**config.mk**
```make
export PLATFORM = sky130hd
export DESIGN_NAME = crc16_reflected_engine_flat
export DESIGN_NICKNAME = d
export VERILOG_FILES = /design/src/rtl/crc16_pkg.sv /design/src/rtl/crc16_ifs.sv /design/src/rtl/crc16_front.sv /design/src/rtl/crc16_queue.sv /design/src/rtl/crc16_back.sv /design/src/rtl/crc16_reflected_engine.sv /design/src/flat_wrapper.sv
export SDC_FILE = /design/constraint.sdc
export NUM_CORES = 1
export LEC_CHECK = 0
export CORE_MARGIN = 2
export CORE_UTILIZATION = 38
export CTS_CLUSTER_DIAMETER = 120
export DETAILED_ROUTE_END_ITERATION = 8
export DONT_BUFFER_PORTS = 1
export RECOVER_POWER = 50
export SLEW_MARGIN = 20
export SYNTH_ARGS = -nofsm -noshare
export SYNTH_HDL_FRONTEND = slang
export SYNTH_HIERARCHICAL = 1
export SYNTH_SLANG_ARGS = --single-unit
```
**constraint.sdc**
```tcl
create_clock -name i_clk -period 8.3 [get_ports i_clk]
set_input_delay 0 -clock i_clk [delete_from_list [all_inputs] [get_ports i_clk]]
set_output_delay 0 -clock i_clk [all_outputs]
set_load 0.01 [all_outputs]
```
**src/rtl/crc16_pkg.sv**
```systemverilog
// ============================================================================
// crc16_pkg
// Shared types, constants and the byte absorb function for the reflected
// 16-bit CRC engine.
// ============================================================================
package crc16_pkg;

    localparam int DATA_W     = 8;
    localparam int CRC_W      = 16;
    localparam int APB_DATA_W = 32;
    localparam int APB_ADDR_W = 3;
    localparam int FIFO_DEPTH = 2;
    localparam int FIFO_PTR_W = 1;
    localparam int FIFO_CNT_W = 2;

    localparam logic [CRC_W-1:0] POLY_RESET = 16'hA001;
    localparam logic [CRC_W-1:0] SEED_RESET = 16'h0000;

    // register index, taken from the word address
    typedef enum logic [0:0] {
        REG_POLY = 1'b0,
        REG_SEED = 1'b1
    } t_reg_idx;

    // one classified item between front and back
    typedef struct packed {
        logic [DATA_W-1:0] data_byte;
        logic              reload;
        logic              last;
    } t_cmd;

    // xor the byte into the low bits, then eight lsb-first shift steps
    function automatic logic [CRC_W-1:0] crc16_absorb(
        input logic [CRC_W-1:0]  crc_in,
        input logic [CRC_W-1:0]  poly,
        input logic [DATA_W-1:0] data
    );
        logic [CRC_W-1:0] crc;
        crc = crc_in ^ {{(CRC_W-DATA_W){1'b0}}, data};
        for (int step = 0; step < DATA_W; step++) begin
            if (crc[0]) begin
                crc = (crc >> 1) ^ poly;
            end else begin
                crc = crc >> 1;
            end
        end
        return crc;
    endfunction

endpackage

```
**src/rtl/crc16_ifs.sv**
```systemverilog
// ============================================================================
// crc16 stream interfaces
// Valid/ready channels for input bytes and for CRC results.
// ============================================================================
interface crc16_in_if;
    logic                           valid;
    logic                           ready;
    logic [crc16_pkg::DATA_W-1:0]   data_byte;
    logic                           first_byte;
    logic                           last_byte;

    modport source (output valid, data_byte, first_byte, last_byte, input ready);
    modport sink   (input valid, data_byte, first_byte, last_byte, output ready);
endinterface

interface crc16_out_if;
    logic                           valid;
    logic                           ready;
    logic [crc16_pkg::CRC_W-1:0]    crc_value;
    logic                           crc_final;

    modport source (output valid, crc_value, crc_final, input ready);
    modport sink   (input valid, crc_value, crc_final, output ready);
endinterface

```
**src/rtl/crc16_front.sv**
```systemverilog
// ============================================================================
// crc16_front
// Accepts input items, classifies them as seed reload or continue, and
// registers them for the command queue.
// ============================================================================
module crc16_front (
    input  logic              i_clk,
    input  logic              i_rst_n,
    crc16_in_if.sink          i_in,
    output logic              o_push_valid,
    output crc16_pkg::t_cmd   o_push_cmd,
    input  logic              i_push_ready
);

    logic            r_valid;
    logic            n_valid;
    crc16_pkg::t_cmd r_cmd;
    logic            accept;

    // take a new item whenever the holding stage is empty or drains now
    assign i_in.ready = !r_valid || i_push_ready;
    assign accept     = i_in.valid && i_in.ready;

    always_comb begin
        n_valid = r_valid;
        if (accept) begin
            n_valid = 1'b1;
        end else if (i_push_ready) begin
            n_valid = 1'b0;
        end
    end

    // control state
    always_ff @(posedge i_clk) begin
        if (!i_rst_n) begin
            r_valid <= 1'b0;
        end else begin
            r_valid <= n_valid;
        end
    end

    // payload capture with classification
    always_ff @(posedge i_clk) begin
        if (accept) begin
            r_cmd.data_byte <= i_in.data_byte;
            r_cmd.reload    <= i_in.first_byte;
            r_cmd.last      <= i_in.last_byte;
        end
    end

    assign o_push_valid = r_valid;
    assign o_push_cmd   = r_cmd;

endmodule

```
**src/rtl/crc16_queue.sv**
```systemverilog
// ============================================================================
// crc16_queue
// Short command queue that decouples the front stage from the CRC back end.
// ============================================================================
module crc16_queue (
    input  logic              i_clk,
    input  logic              i_rst_n,
    input  logic              i_push_valid,
    input  crc16_pkg::t_cmd   i_push_cmd,
    output logic              o_push_ready,
    output logic              o_pop_valid,
    output crc16_pkg::t_cmd   o_pop_cmd,
    input  logic              i_pop
);

    crc16_pkg::t_cmd                    r_mem [crc16_pkg::FIFO_DEPTH];
    logic [crc16_pkg::FIFO_PTR_W-1:0]   r_wr_ptr;
    logic [crc16_pkg::FIFO_PTR_W-1:0]   r_rd_ptr;
    logic [crc16_pkg::FIFO_CNT_W-1:0]   r_count;
    logic [crc16_pkg::FIFO_PTR_W-1:0]   n_wr_ptr;
    logic [crc16_pkg::FIFO_PTR_W-1:0]   n_rd_ptr;
    logic [crc16_pkg::FIFO_CNT_W-1:0]   n_count;
    logic                               push;
    logic                               pop;

    localparam logic [crc16_pkg::FIFO_PTR_W-1:0] LAST_PTR =
        crc16_pkg::FIFO_PTR_W'(crc16_pkg::FIFO_DEPTH - 1);
    localparam logic [crc16_pkg::FIFO_CNT_W-1:0] FULL_CNT =
        crc16_pkg::FIFO_CNT_W'(crc16_pkg::FIFO_DEPTH);

    assign o_push_ready = (r_count != FULL_CNT);
    assign o_pop_valid  = (r_count != '0);
    assign o_pop_cmd    = r_mem[r_rd_ptr];
    assign push         = i_push_valid && o_push_ready;
    assign pop          = i_pop && o_pop_valid;

    // pointer and fill count update
    always_comb begin
        n_wr_ptr = r_wr_ptr;
        n_rd_ptr = r_rd_ptr;
        n_count  = r_count;
        if (push) begin
            n_wr_ptr = (r_wr_ptr == LAST_PTR) ? '0 : r_wr_ptr + 1'b1;
        end
        if (pop) begin
            n_rd_ptr = (r_rd_ptr == LAST_PTR) ? '0 : r_rd_ptr + 1'b1;
        end
        if (push && !pop) begin
            n_count = r_count + 1'b1;
        end else if (pop && !push) begin
            n_count = r_count - 1'b1;
        end
    end

    always_ff @(posedge i_clk) begin
        if (!i_rst_n) begin
            r_wr_ptr <= '0;
            r_rd_ptr <= '0;
            r_count  <= '0;
        end else begin
            r_wr_ptr <= n_wr_ptr;
            r_rd_ptr <= n_rd_ptr;
            r_count  <= n_count;
        end
    end

    // entry storage
    always_ff @(posedge i_clk) begin
        if (push) begin
            r_mem[r_wr_ptr] <= i_push_cmd;
        end
    end

endmodule

```
**src/rtl/crc16_back.sv**
```systemverilog
// ============================================================================
// crc16_back
// Holds the running CRC, absorbs one byte per cycle unless the result
// register is held, and registers the result for the output channel.
// ============================================================================
module crc16_back (
    input  logic                          i_clk,
    input  logic                          i_rst_n,
    input  logic                          i_cmd_valid,
    input  crc16_pkg::t_cmd               i_cmd,
    output logic                          o_pop,
    input  logic [crc16_pkg::CRC_W-1:0]   i_poly,
    input  logic [crc16_pkg::CRC_W-1:0]   i_seed,
    crc16_out_if.source                   o_out
);

    logic [crc16_pkg::CRC_W-1:0] r_crc;
    logic [crc16_pkg::CRC_W-1:0] n_crc;
    logic                        r_out_valid;
    logic                        n_out_valid;
    logic [crc16_pkg::CRC_W-1:0] r_out_crc;
    logic                        r_out_final;
    logic [crc16_pkg::CRC_W-1:0] base;

    // work on the next item when the result register is free or drains now
    assign o_pop = i_cmd_valid && (!r_out_valid || o_out.ready);

    // seed reload, then the unrolled byte absorb
    always_comb begin
        base        = i_cmd.reload ? i_seed : r_crc;
        n_crc       = r_crc;
        n_out_valid = r_out_valid;
        if (o_pop) begin
            n_crc       = crc16_pkg::crc16_absorb(base, i_poly, i_cmd.data_byte);
            n_out_valid = 1'b1;
        end else if (o_out.ready) begin
            n_out_valid = 1'b0;
        end
    end

    always_ff @(posedge i_clk) begin
        if (!i_rst_n) begin
            r_crc       <= '0;
            r_out_valid <= 1'b0;
        end else begin
            r_crc       <= n_crc;
            r_out_valid <= n_out_valid;
        end
    end

    // result payload
    always_ff @(posedge i_clk) begin
        if (o_pop) begin
            r_out_crc   <= n_crc;
            r_out_final <= i_cmd.last;
        end
    end

    assign o_out.valid     = r_out_valid;
    assign o_out.crc_value = r_out_crc;
    assign o_out.crc_final = r_out_final;

endmodule

```
**src/rtl/crc16_reflected_engine.sv**
```systemverilog
// ============================================================================
// crc16_reflected_engine
// Reflected 16-bit CRC over a byte stream with programmable polynomial
// and seed.
// ============================================================================
// Usage:
//   i_in carries one byte per item with first_byte and last_byte flags.
//   first_byte reloads the seed before the byte is absorbed.
//   o_out returns one item per input byte: the updated CRC and crc_final,
//   a copy of last_byte, which marks the finished message CRC.
//   Polynomial (address 0) and seed (address 4) are written over the APB
//   port while no item is in flight; reads return the current values.
//   Throughput: one byte per cycle while o_out.ready is high; the eight
//   shift steps of one byte are unrolled in the back end between the queue
//   head and the result register.
//   A two-entry queue sits between the input stage and the CRC back end.
//   When o_out.ready is low the result holds, the queue fills, and i_in.ready
//   drops only once the input stage also holds an item.
//   Reset (synchronous, active low) empties all stages, clears the running
//   CRC to zero and restores polynomial 0xA001 and seed 0x0000.
// ============================================================================
module crc16_reflected_engine (
    input  logic                                  i_clk,
    input  logic                                  i_rst_n,
    crc16_in_if.sink                              i_in,
    crc16_out_if.source                           o_out,
    input  logic                                  psel,
    input  logic                                  penable,
    input  logic                                  pwrite,
    input  logic [crc16_pkg::APB_ADDR_W-1:0]      paddr,
    input  logic [crc16_pkg::APB_DATA_W-1:0]      pwdata,
    output logic [crc16_pkg::APB_DATA_W-1:0]      prdata,
    output logic                                  pready
);

    logic [crc16_pkg::CRC_W-1:0] r_poly;
    logic [crc16_pkg::CRC_W-1:0] r_seed;
    logic [crc16_pkg::CRC_W-1:0] n_poly;
    logic [crc16_pkg::CRC_W-1:0] n_seed;
    crc16_pkg::t_reg_idx         reg_idx;
    logic                        wr_en;

    logic                        push_valid;
    crc16_pkg::t_cmd             push_cmd;
    logic                        push_ready;
    logic                        pop_valid;
    crc16_pkg::t_cmd             pop_cmd;
    logic                        pop;

    // register file: word address selects the register
    assign pready  = 1'b1;
    assign reg_idx = crc16_pkg::t_reg_idx'(paddr[2]);
    assign wr_en   = psel && penable && pwrite && pready;

    always_comb begin
        n_poly = r_poly;
        n_seed = r_seed;
        if (wr_en) begin
            unique case (reg_idx)
                crc16_pkg::REG_POLY: n_poly = pwdata[crc16_pkg::CRC_W-1:0];
                crc16_pkg::REG_SEED: n_seed = pwdata[crc16_pkg::CRC_W-1:0];
                default: ;
            endcase
        end
    end

    always_ff @(posedge i_clk) begin
        if (!i_rst_n) begin
            r_poly <= crc16_pkg::POLY_RESET;
            r_seed <= crc16_pkg::SEED_RESET;
        end else begin
            r_poly <= n_poly;
            r_seed <= n_seed;
        end
    end

    // read back
    always_comb begin
        unique case (reg_idx)
            crc16_pkg::REG_POLY: prdata = {{(crc16_pkg::APB_DATA_W-crc16_pkg::CRC_W){1'b0}},
                                           r_poly};
            crc16_pkg::REG_SEED: prdata = {{(crc16_pkg::APB_DATA_W-crc16_pkg::CRC_W){1'b0}},
                                           r_seed};
            default:             prdata = '0;
        endcase
    end

    // input stage
    crc16_front u_front (
        .i_clk        (i_clk),
        .i_rst_n      (i_rst_n),
        .i_in         (i_in),
        .o_push_valid (push_valid),
        .o_push_cmd   (push_cmd),
        .i_push_ready (push_ready)
    );

    // command queue
    crc16_queue u_queue (
        .i_clk        (i_clk),
        .i_rst_n      (i_rst_n),
        .i_push_valid (push_valid),
        .i_push_cmd   (push_cmd),
        .o_push_ready (push_ready),
        .o_pop_valid  (pop_valid),
        .o_pop_cmd    (pop_cmd),
        .i_pop        (pop)
    );

    // crc back end
    crc16_back u_back (
        .i_clk       (i_clk),
        .i_rst_n     (i_rst_n),
        .i_cmd_valid (pop_valid),
        .i_cmd       (pop_cmd),
        .o_pop       (pop),
        .i_poly      (r_poly),
        .i_seed      (r_seed),
        .o_out       (o_out)
    );

endmodule

```
**src/flat_wrapper.sv**
```systemverilog
// flat-port wrapper written by rule: the top's interface ports become plain ports
module crc16_reflected_engine_flat 
  (i_clk, i_rst_n, psel, penable, pwrite, paddr, pwdata, prdata, pready, i_in_valid, i_in_data_byte, i_in_first_byte, i_in_last_byte, i_in_ready, o_out_valid, o_out_crc_value, o_out_crc_final, o_out_ready);
  crc16_in_if i_in_i ();
  crc16_out_if o_out_i ();
  input  logic i_clk;
  input  logic i_rst_n;
  input  logic psel;
  input  logic penable;
  input  logic pwrite;
  input  logic [crc16_pkg::APB_ADDR_W-1:0] paddr;
  input  logic [crc16_pkg::APB_DATA_W-1:0] pwdata;
  output logic [crc16_pkg::APB_DATA_W-1:0] prdata;
  output logic pready;
  input wire logic [$bits(i_in_i.valid)-1:0] i_in_valid;
  input wire logic [$bits(i_in_i.data_byte)-1:0] i_in_data_byte;
  input wire logic [$bits(i_in_i.first_byte)-1:0] i_in_first_byte;
  input wire logic [$bits(i_in_i.last_byte)-1:0] i_in_last_byte;
  output wire logic [$bits(i_in_i.ready)-1:0] i_in_ready;
  output wire logic [$bits(o_out_i.valid)-1:0] o_out_valid;
  output wire logic [$bits(o_out_i.crc_value)-1:0] o_out_crc_value;
  output wire logic [$bits(o_out_i.crc_final)-1:0] o_out_crc_final;
  input wire logic [$bits(o_out_i.ready)-1:0] o_out_ready;
  assign i_in_i.valid = i_in_valid;
  assign i_in_i.data_byte = i_in_data_byte;
  assign i_in_i.first_byte = i_in_first_byte;
  assign i_in_i.last_byte = i_in_last_byte;
  assign i_in_ready = i_in_i.ready;
  assign o_out_valid = o_out_i.valid;
  assign o_out_crc_value = o_out_i.crc_value;
  assign o_out_crc_final = o_out_i.crc_final;
  assign o_out_i.ready = o_out_ready;
  crc16_reflected_engine u_core (.i_clk(i_clk), .i_rst_n(i_rst_n), .i_in(i_in_i), .o_out(o_out_i), .psel(psel), .penable(penable), .pwrite(pwrite), .paddr(paddr), .pwdata(pwdata), .prdata(prdata), .pready(pready));
endmodule
```
==> flow_metrics.py, run 1 <==
metrics = {
    "place": {
        "dpl_cell_area_mm2": 0.00752,
        "dp_hpwl_um": 12500,
        "gp_congestion": 0.821,
        "place_ws_ns": 2.06,
        "io_buffers": 0,
    },
    "die": {
        "rows": 51,
        "ios": 104,
        "core_mm2": 0.0194,
        "die_w_um": 144,
        "die_area_mm2": 0.0208,
        "dieHeight_um": 144,
        "initial_utilization_pct": 38.5,
    },
    "synth": {
        "synthArstFlopShare_pct": 0,
        "synthCells": 802,
        "yosysSeqAreaShare_pct": 33.6,
        "yosys_warnings": 6,
        "netlist_top_cells_area": "edfxtp_1, dfxtp_1, mux2i_1",
        "synthDominantCellAreaShare_pct": 18.9,
        "synth-edff-count": 47,
        "synthFlopType": "dfxtp_1",
        "yosysTopAreaCell": "edfxtp_1",
        "syn_area_mm2": 0.00747,
        "synth.distinct_cells": 78,
        "syn_area_per_cell_um2": 9.32,
        "ys_ff_latch": 102,
    },
    "worst_hold_path": {
        "hold_path.class": "in2reg",
    },
    "grt": {
        "antenna_found_initial": 0,
        "grt.overflow.total": 0,
        "grt_usage_pct": 18.3,
        "first_global_vias": 5319,
        "grt_pass1_wl_um": 29300,
        "grt_start_max_net_pins": 55,
    },
    "timing": {
        "post-route-period-util_pct": 79.8,
        "finalSetupViolCount": 0,
        "tns_ns": 0,
        "worst_pin_slew_ns": 2.25,
        "hold_viol": 0,
        "skew_ns": 0.00911,
        "slew_viol_final": 55,
        "fin_crit_ns": 6.62,
        "fin_ws_ns": 1.68,
        "rsz0062_at_grt": "false",
        "slew_headroom_pct": -50.2,
        "fmax_mhz": 151,
    },
    "cts": {
        "cts_tree": "built",
        "ctsResizeCount": 0,
        "cts_num_sinks": 102,
        "cts_setup_buffers": 0,
        "cts_max_level": 3,
        "ctsHoldBuffers": 40,
        "cts_root_buffer": "clkbuf_16",
        "clk_pin_slew_ns": 0.08,
        "clkLatencyLatePin_ns": 0.37,
        "cts-buffers-inserted": 9,
        "cts_buffer_depth": 2,
    },
    "outcome": {
        "status": "finished with violations",
        "violations": "max-capacitance violations, max-slew violations",
    },
    "finish": {
        "nets": 853,
        "final_cell_area_mm2": 0.00821,
        "diodes": 0,
        "area_growth_pct": 9.81,
        "drive_gt1_share_pct": 10.6,
        "n_fill_cell": 1957,
    },
    "flow_run": {
        "maxCapViolCount": 1,
    },
    "route": {
        "drtIter0Drc": 444,
        "routedWlPerCell_um": 17.4,
        "routed_wl_um": 18600,
        "vias": 5759,
        "first_pass_iters": 5,
        "final_antenna_net_count": 0,
        "drc_errors": 0,
        "via_per_inst": 5.38,
    },
    "critical_path": {
        "path_class": "reg2reg",
        "start_kind": "flop",
        "setup.worst_path.end_class": "flop",
        "cp.required_ns": 8.55,
        "worst_ep_arrival_time_ns": 6.87,
        "worstPathMaxFanout": 16,
    },
    "power": {
        "internal_power_w": 0.00176,
        "total_leakage_power_nw": 3.00,
        "power.switching_w": 0.00160,
        "sequentialPowerShare_pct": 22.9,
        "vdd_drop_max_mv": 0.209,
        "comb_power_share_pct": 64.1,
        "clkPwrFrac_pct": 13.0,
        "sw_frac_of_total_pct": 47.6,
        "p_per_area_mw_per_mm2": 409,
    },
}
==> power groups by stage <==
stage | clock (W) | combinational (W) | sequential [W]
2_1_floorplan | 0 | 0.00173 | 0.000746
3_3_place_gp | 0 | 0.00209 | 0.000783
3_5_place_dp | 0 | 0.00210 | 0.000786
4_1_cts | 0.000448 | 0.00213 | 0.000774
5_1_grt | 0.000465 | 0.00233 | 0.000782
6_report | 0.000435 | 0.00215 | 0.000770
==> area by class of cell <==
cell class,instances,area (um2),area share [%]
tap,265,332,4.04
multi-input combinational,621,4530,55.1
sequential,102,2510,30.6
timing repair buffer,50,469,5.72
clock buffer,9,225,2.74
clock inverter,7,81.3,0.991
inverter,16,60.1,0.732
==> metal layers <==
metal  part of all wire [%]  global-route usage (%)
met5                      0                       0
met4                    2.3                    5.83
met3                    5.0                    3.54
met2                     47                    29.5
met1                     46                    24.9
==> layout by cell type, fill, tap and decap left out, drive strengths merged, types with 3 or more instances in the layout <==
cell type,count
a22o,8
nor4,6
o2111ai,3
or4,3
a32oi,13
a21oi,22
mux2i,62
clkbuf,10
nand2b,5
nor3,10
o21ai,44
mux2,28
dlygate4sd3,39
a31oi,5
dfxtp,55
buf,10
edfxtp,47
and2,8
a211o,5
xnor2,65
clkinv,3
inv,20
a2111oi,4
a211oi,16
o211a,3
nor2,34
or2,6
o31a,3
nand3,24
xor2,12
or3,4
nor2b,7
xnor3,16
conb,17
o211ai,5
and3,6
nand2,141
nand4,5
a21o,3
==> Yosys cell counts, types with 5 or more instances <==
| master | n |
|---|---|
| inv_1 | 14 |
| or2_2 | 5 |
| clkbuf_1 | 38 |
| o21ai_0 | 40 |
| buf_1 | 8 |
| buf_2 | 8 |
| xor2_1 | 9 |
| xnor3_1 | 16 |
| a21oi_1 | 21 |
| nor2_1 | 34 |
| mux2_2 | 28 |
| edfxtp_1 | 47 |
| a31oi_1 | 5 |
| a211oi_1 | 10 |
| xnor2_1 | 61 |
| mux2i_1 | 60 |
| a22o_1 | 8 |
| o211ai_1 | 5 |
| buf_4 | 17 |
| a211o_1 | 5 |
| dfxtp_1 | 55 |
| and3_1 | 6 |
| a211oi_2 | 6 |
| nand2_1 | 141 |
| buf_6 | 5 |
| a32oi_1 | 13 |
| and2_1 | 7 |
| nor2b_1 | 7 |
| nor3_1 | 9 |
| nand3_1 | 24 |
==> registers in the layout (all words and copies together) (netlist names), 2 cells and up, named ones only <==
name and flops:
u_core/u_queue/r_mem 20, u_core/r_poly 16, u_core/r_seed 16, u_core/u_back/o_out.crc_value 16, u_core/u_back/r_crc 16, u_core/u_front/o_push_cmd 10
u_core/u_queue/r_count 2
==> worst max-delay path: stages (launching register included) <==
cell and delay, ns:
dfxtp_1 0.62, mux2_2 0.71, mux2i_4 0.50, xor2_2 0.43, nand2_1 0.37, o21ai_0 0.25
a31oi_1 0.12, xnor3_1 0.71, nand3_1 0.25, a211oi_1 0.45, o21ai_1 0.22, xnor2_2 0.19
buf_4 0.27, xor2_1 0.48, o21ai_1 0.17, and2_1 0.18, dlygate4sd3_1 0.56
==> path summary, 6_finish.rpt <==
| path | start | endpoint | slack [ns] | cells after the start |
|---|---|---|---|---|
| worst max-delay path | flop | u_core/u_back/r_crc[15]$_SDFF_PN0_ | 1.68 | 16 |
| worst min-delay path | pwrite | u_core/r_seed[5]$_SDFFE_PN0P_ | 0.03 | 2 |
| worst min register to register | u_core/u_front/o_push_cmd[0]$_DFFE_PP_ | u_core/u_queue/r_mem[0][0]$_DFFE_PP_ | 0.45 | 0 |
| worst max register to register | flop | u_core/u_back/r_crc[15]$_SDFF_PN0_ | 1.68 | 16 |
==> cell families (layout without fill, tap and decap cells) <==
kind of cell | count (synthesis) | count (layout) | synth area share, %
and+or+nand+nor | 268 | 268 | 17.0
AOI/OAI and AO/OA | 150 | 150 | 14.3
DFF | 102 | 102 | 33.6
xor gates and xnor gates | 95 | 95 | 15.5
buffers and inverters | 94 | 82 | 6.45
muxes | 90 | 90 | 12.9
other | 2 | 17 | 0.100
adders and majority gates | 1 | 1 | 0.167
==> per-stage QoR <==
stage / power, W / hold WS [ns] / instances / utilization (%)
4_1_cts: 0.00335 / 0.0182 / 1070 / 42.4
3_5_place_dp: 0.00288 / 0.0989 / 1014 / 38.7
6_report: 0.00336 / 0.0290 / 1070 / 42.3
2_1_floorplan: 0.00247 / 0.0989 / 817 / -
3_3_place_gp: 0.00288 / 0.0989 / 1014 / 38.7
5_1_grt: 0.00358 / 0.0273 / 1070 / 42.3
Power figures use the tool's default switching activity.
==> inputs of run 2 (changes only) <==
==> constraint.sdc (replaced) <==
create_clock -name i_clk -period 6.5 [get_ports i_clk]
set_input_delay 0 -clock i_clk [delete_from_list [all_inputs] [get_ports i_clk]]
set_output_delay 0 -clock i_clk [all_outputs]
set_load 0.01 [all_outputs]
==> run 2 against run 1 <==
Compared with the run above: the flow still finishes with violations (max-capacitance violations, max-slew violations); maximum frequency grew 21%; largest power group unchanged; highest routed layer unchanged; utilization fell by 0.065 points; hold slack got worse by 0.0093 ns; sequential share of layout area about the same; combinational power increased by 29%; sequential cell count stayed put; routed wire length shrank 1.0%.
==> flow_metrics.py, run 2 (synthesis results as in run 1) <==
metrics = {
    "timing": {
        "skew_ns": 0.0135,
        "tns_ns": 0,
        "fin_ws_ns": 1.01,
        "slew_viol_final": 54,
        "slew_headroom_pct": -43.3,
        "hold_viol": 0,
        "fmax_mhz": 182,
        "post-route-period-util_pct": 84.5,
        "rsz0062_at_grt": "false",
        "finalSetupViolCount": 0,
        "worst_pin_slew_ns": 2.15,
        "fin_crit_ns": 5.49,
    },
    "route": {
        "final_antenna_net_count": 0,
        "via_per_inst": 5.37,
        "first_pass_iters": 5,
        "drc_errors": 0,
        "vias": 5754,
        "routedWlPerCell_um": 17.2,
        "routed_wl_um": 18400,
        "drtIter0Drc": 377,
    },
    "cts": {
        "cts_root_buffer": "clkbuf_16",
        "cts_setup_buffers": 0,
        "clkLatencyLatePin_ns": 0.36,
        "ctsResizeCount": 0,
        "cts_buffer_depth": 2,
        "cts_tree": "built",
        "cts_num_sinks": 102,
        "clk_pin_slew_ns": 0.08,
        "cts_max_level": 3,
        "cts-buffers-inserted": 9,
    },
    "critical_path": {
        "start_kind": "flop",
        "r2r_cells": 16,
        "cp.required_ns": 6.68,
        "path_class": "reg2reg",
        "worst_ep_arrival_time_ns": 5.67,
        "reg2reg_setup_slack_ns": 1.01,
        "setup.worst_path.end_class": "flop",
        "worstPathMaxFanout": 10,
        "timing.rr.end": "u_core/u_back/o_out.crc_value[8]$_DFFE_PP_",
    },
    "die": {
        "core_mm2": 0.0194,
        "die_w_um": 144,
        "ios": 104,
        "die_area_mm2": 0.0208,
        "rows": 51,
        "initial_utilization_pct": 38.5,
        "dieHeight_um": 144,
    },
    "power": {
        "total_leakage_power_nw": 2.99,
        "p_per_area_mw_per_mm2": 524,
        "vdd_drop_max_mv": 0.266,
    },
    "flow_run": {
        "maxCapViolCount": 1,
    },
    "worst_hold_path": {
        "hold_path.startpoint": "paddr[2]",
        "hold-path-endpoint": "u_core/r_seed[8]$_SDFFE_PN0P_",
        "hold_path.class": "in2reg",
        "hold_depth": 2,
    },
    "place": {
        "gp_congestion": 0.846,
        "io_buffers": 0,
        "place_ws_ns": 1.09,
        "dp_hpwl_um": 12900,
    },
    "finish": {
        "largest_register_ffs": 20,
        "n_fill_cell": 1931,
        "diodes": 0,
        "regMostFlops": "u_core/u_queue/r_mem",
        "mostFrequentLayoutCells": "nand2_1, xnor2_1, mux2i_1",
        "mostFrequentLayoutCell": "nand2_1",
        "area_growth_pct": 9.64,
        "drive_gt1_share_pct": 11.7,
        "nets": 854,
    },
    "grt": {
        "antenna_found_initial": 0,
        "grt_pass1_wl_um": 29200,
        "grt.overflow.total": 0,
        "grt_usage_pct": 18.2,
        "first_global_vias": 5363,
        "grt_start_max_net_pins": 54,
    },
    "outcome": {
        "status": "finished with violations",
        "violations": "max-capacitance violations, max-slew violations",
    },
}
## run 2: changes by cell type in the layout (fill, tap and decap cells not counted)
cell,change
a21boi_0,-1
xnor2_2,+1
mux2_2,+2
buf_4,+6
clkinv_8,+1
dlygate4sd3_1,-5
inv_12,-1
xnor2_4,-1
mux2_1,-2
a21boi_2,+1
## run 2: cell type report
| cell class | count | area (um2) | share of cell area (%) |
|---|---|---|---|
| Multi-Input combinational cell | 621 | 4520 | 55.1 |
| Clock inverter | 7 | 81.3 | 0.993 |
| Tap cell | 265 | 332 | 4.05 |
| Clock buffer | 9 | 225 | 2.75 |
| Inverter | 16 | 60.1 | 0.733 |
| Sequential cell | 102 | 2510 | 30.7 |
| Timing Repair Buffer | 51 | 464 | 5.66 |
## run 2: critical path: stages, from the launching register on
cell	delay, ns
dfxtp_1	0.32
buf_4	0.18
mux2_2	0.43
mux2i_4	0.30
xor2_2	0.39
nor3_1	0.13
nor4_1	0.48
nor3_1	0.12
xnor3_1	0.53
nand3_1	0.25
a211oi_1	0.44
o21ai_1	0.20
xnor2_2	0.34
buf_4	0.28
mux2i_1	0.25
xnor3_1	0.44
a21oi_1	0.22
## run 2: power by group
group	switching [W]	internal, W
Sequential	0.000109	0.000864
Clock	0.000270	0.000275
Combinational	0.00164	0.00113
## run 2: routing by layer
| layer | vias to the layer above | global-route usage, % | routed length [um] |
|---|---|---|---|
| met1 | 2757 | 24.1 | 8430 |
| met5 | - | 0 | 0 |
| met3 | 16 | 2.75 | 723 |
| met4 | 0 | 5.06 | 308 |
| met2 | 156 | 30.9 | 8920 |
| li1 | 2825 | - | - |
## run 2: worst max-delay path by stage
stage | start | end | slack (ns) | cells past startpoint
5_1_grt | flop | u_core/u_back/o_out.crc_value[8]$_DFFE_PP_ | 0.68 | 16
4_1_cts | flop | u_core/u_back/o_out.crc_value[7]$_DFFE_PP_ | 1.03 | 16
3_5_place_dp | flop | u_core/u_back/o_out.crc_value[7]$_DFFE_PP_ | 1.09 | 16
2_1_floorplan | flop | u_core/u_back/r_crc[8]$_SDFF_PN0_ | 1.84 | 17
3_3_place_gp | flop | u_core/u_back/o_out.crc_value[7]$_DFFE_PP_ | 1.11 | 17
6_report | flop | u_core/u_back/o_out.crc_value[8]$_DFFE_PP_ | 1.01 | 16
## run 2: repair_timing
action	in CTS	in global routing
hold buffers	35	0
setup endpoints to repair	0	0
endpoints found under the hold margin	62	0
## run 2: metrics by stage
step	hold slack, ns	util [%]	total power [W]	std cells	area (um2)
floorplan	0.0989	-	0.00316	817	7530
global placement	0.0989	39.0	0.00371	1020	7560
detailed placement	0.0989	39.0	0.00372	1020	7560
CTS	0.0127	42.4	0.00430	1071	8230
global route	0.0202	42.2	0.00459	1071	8190
finish	0.0197	42.2	0.00429	1071	8190
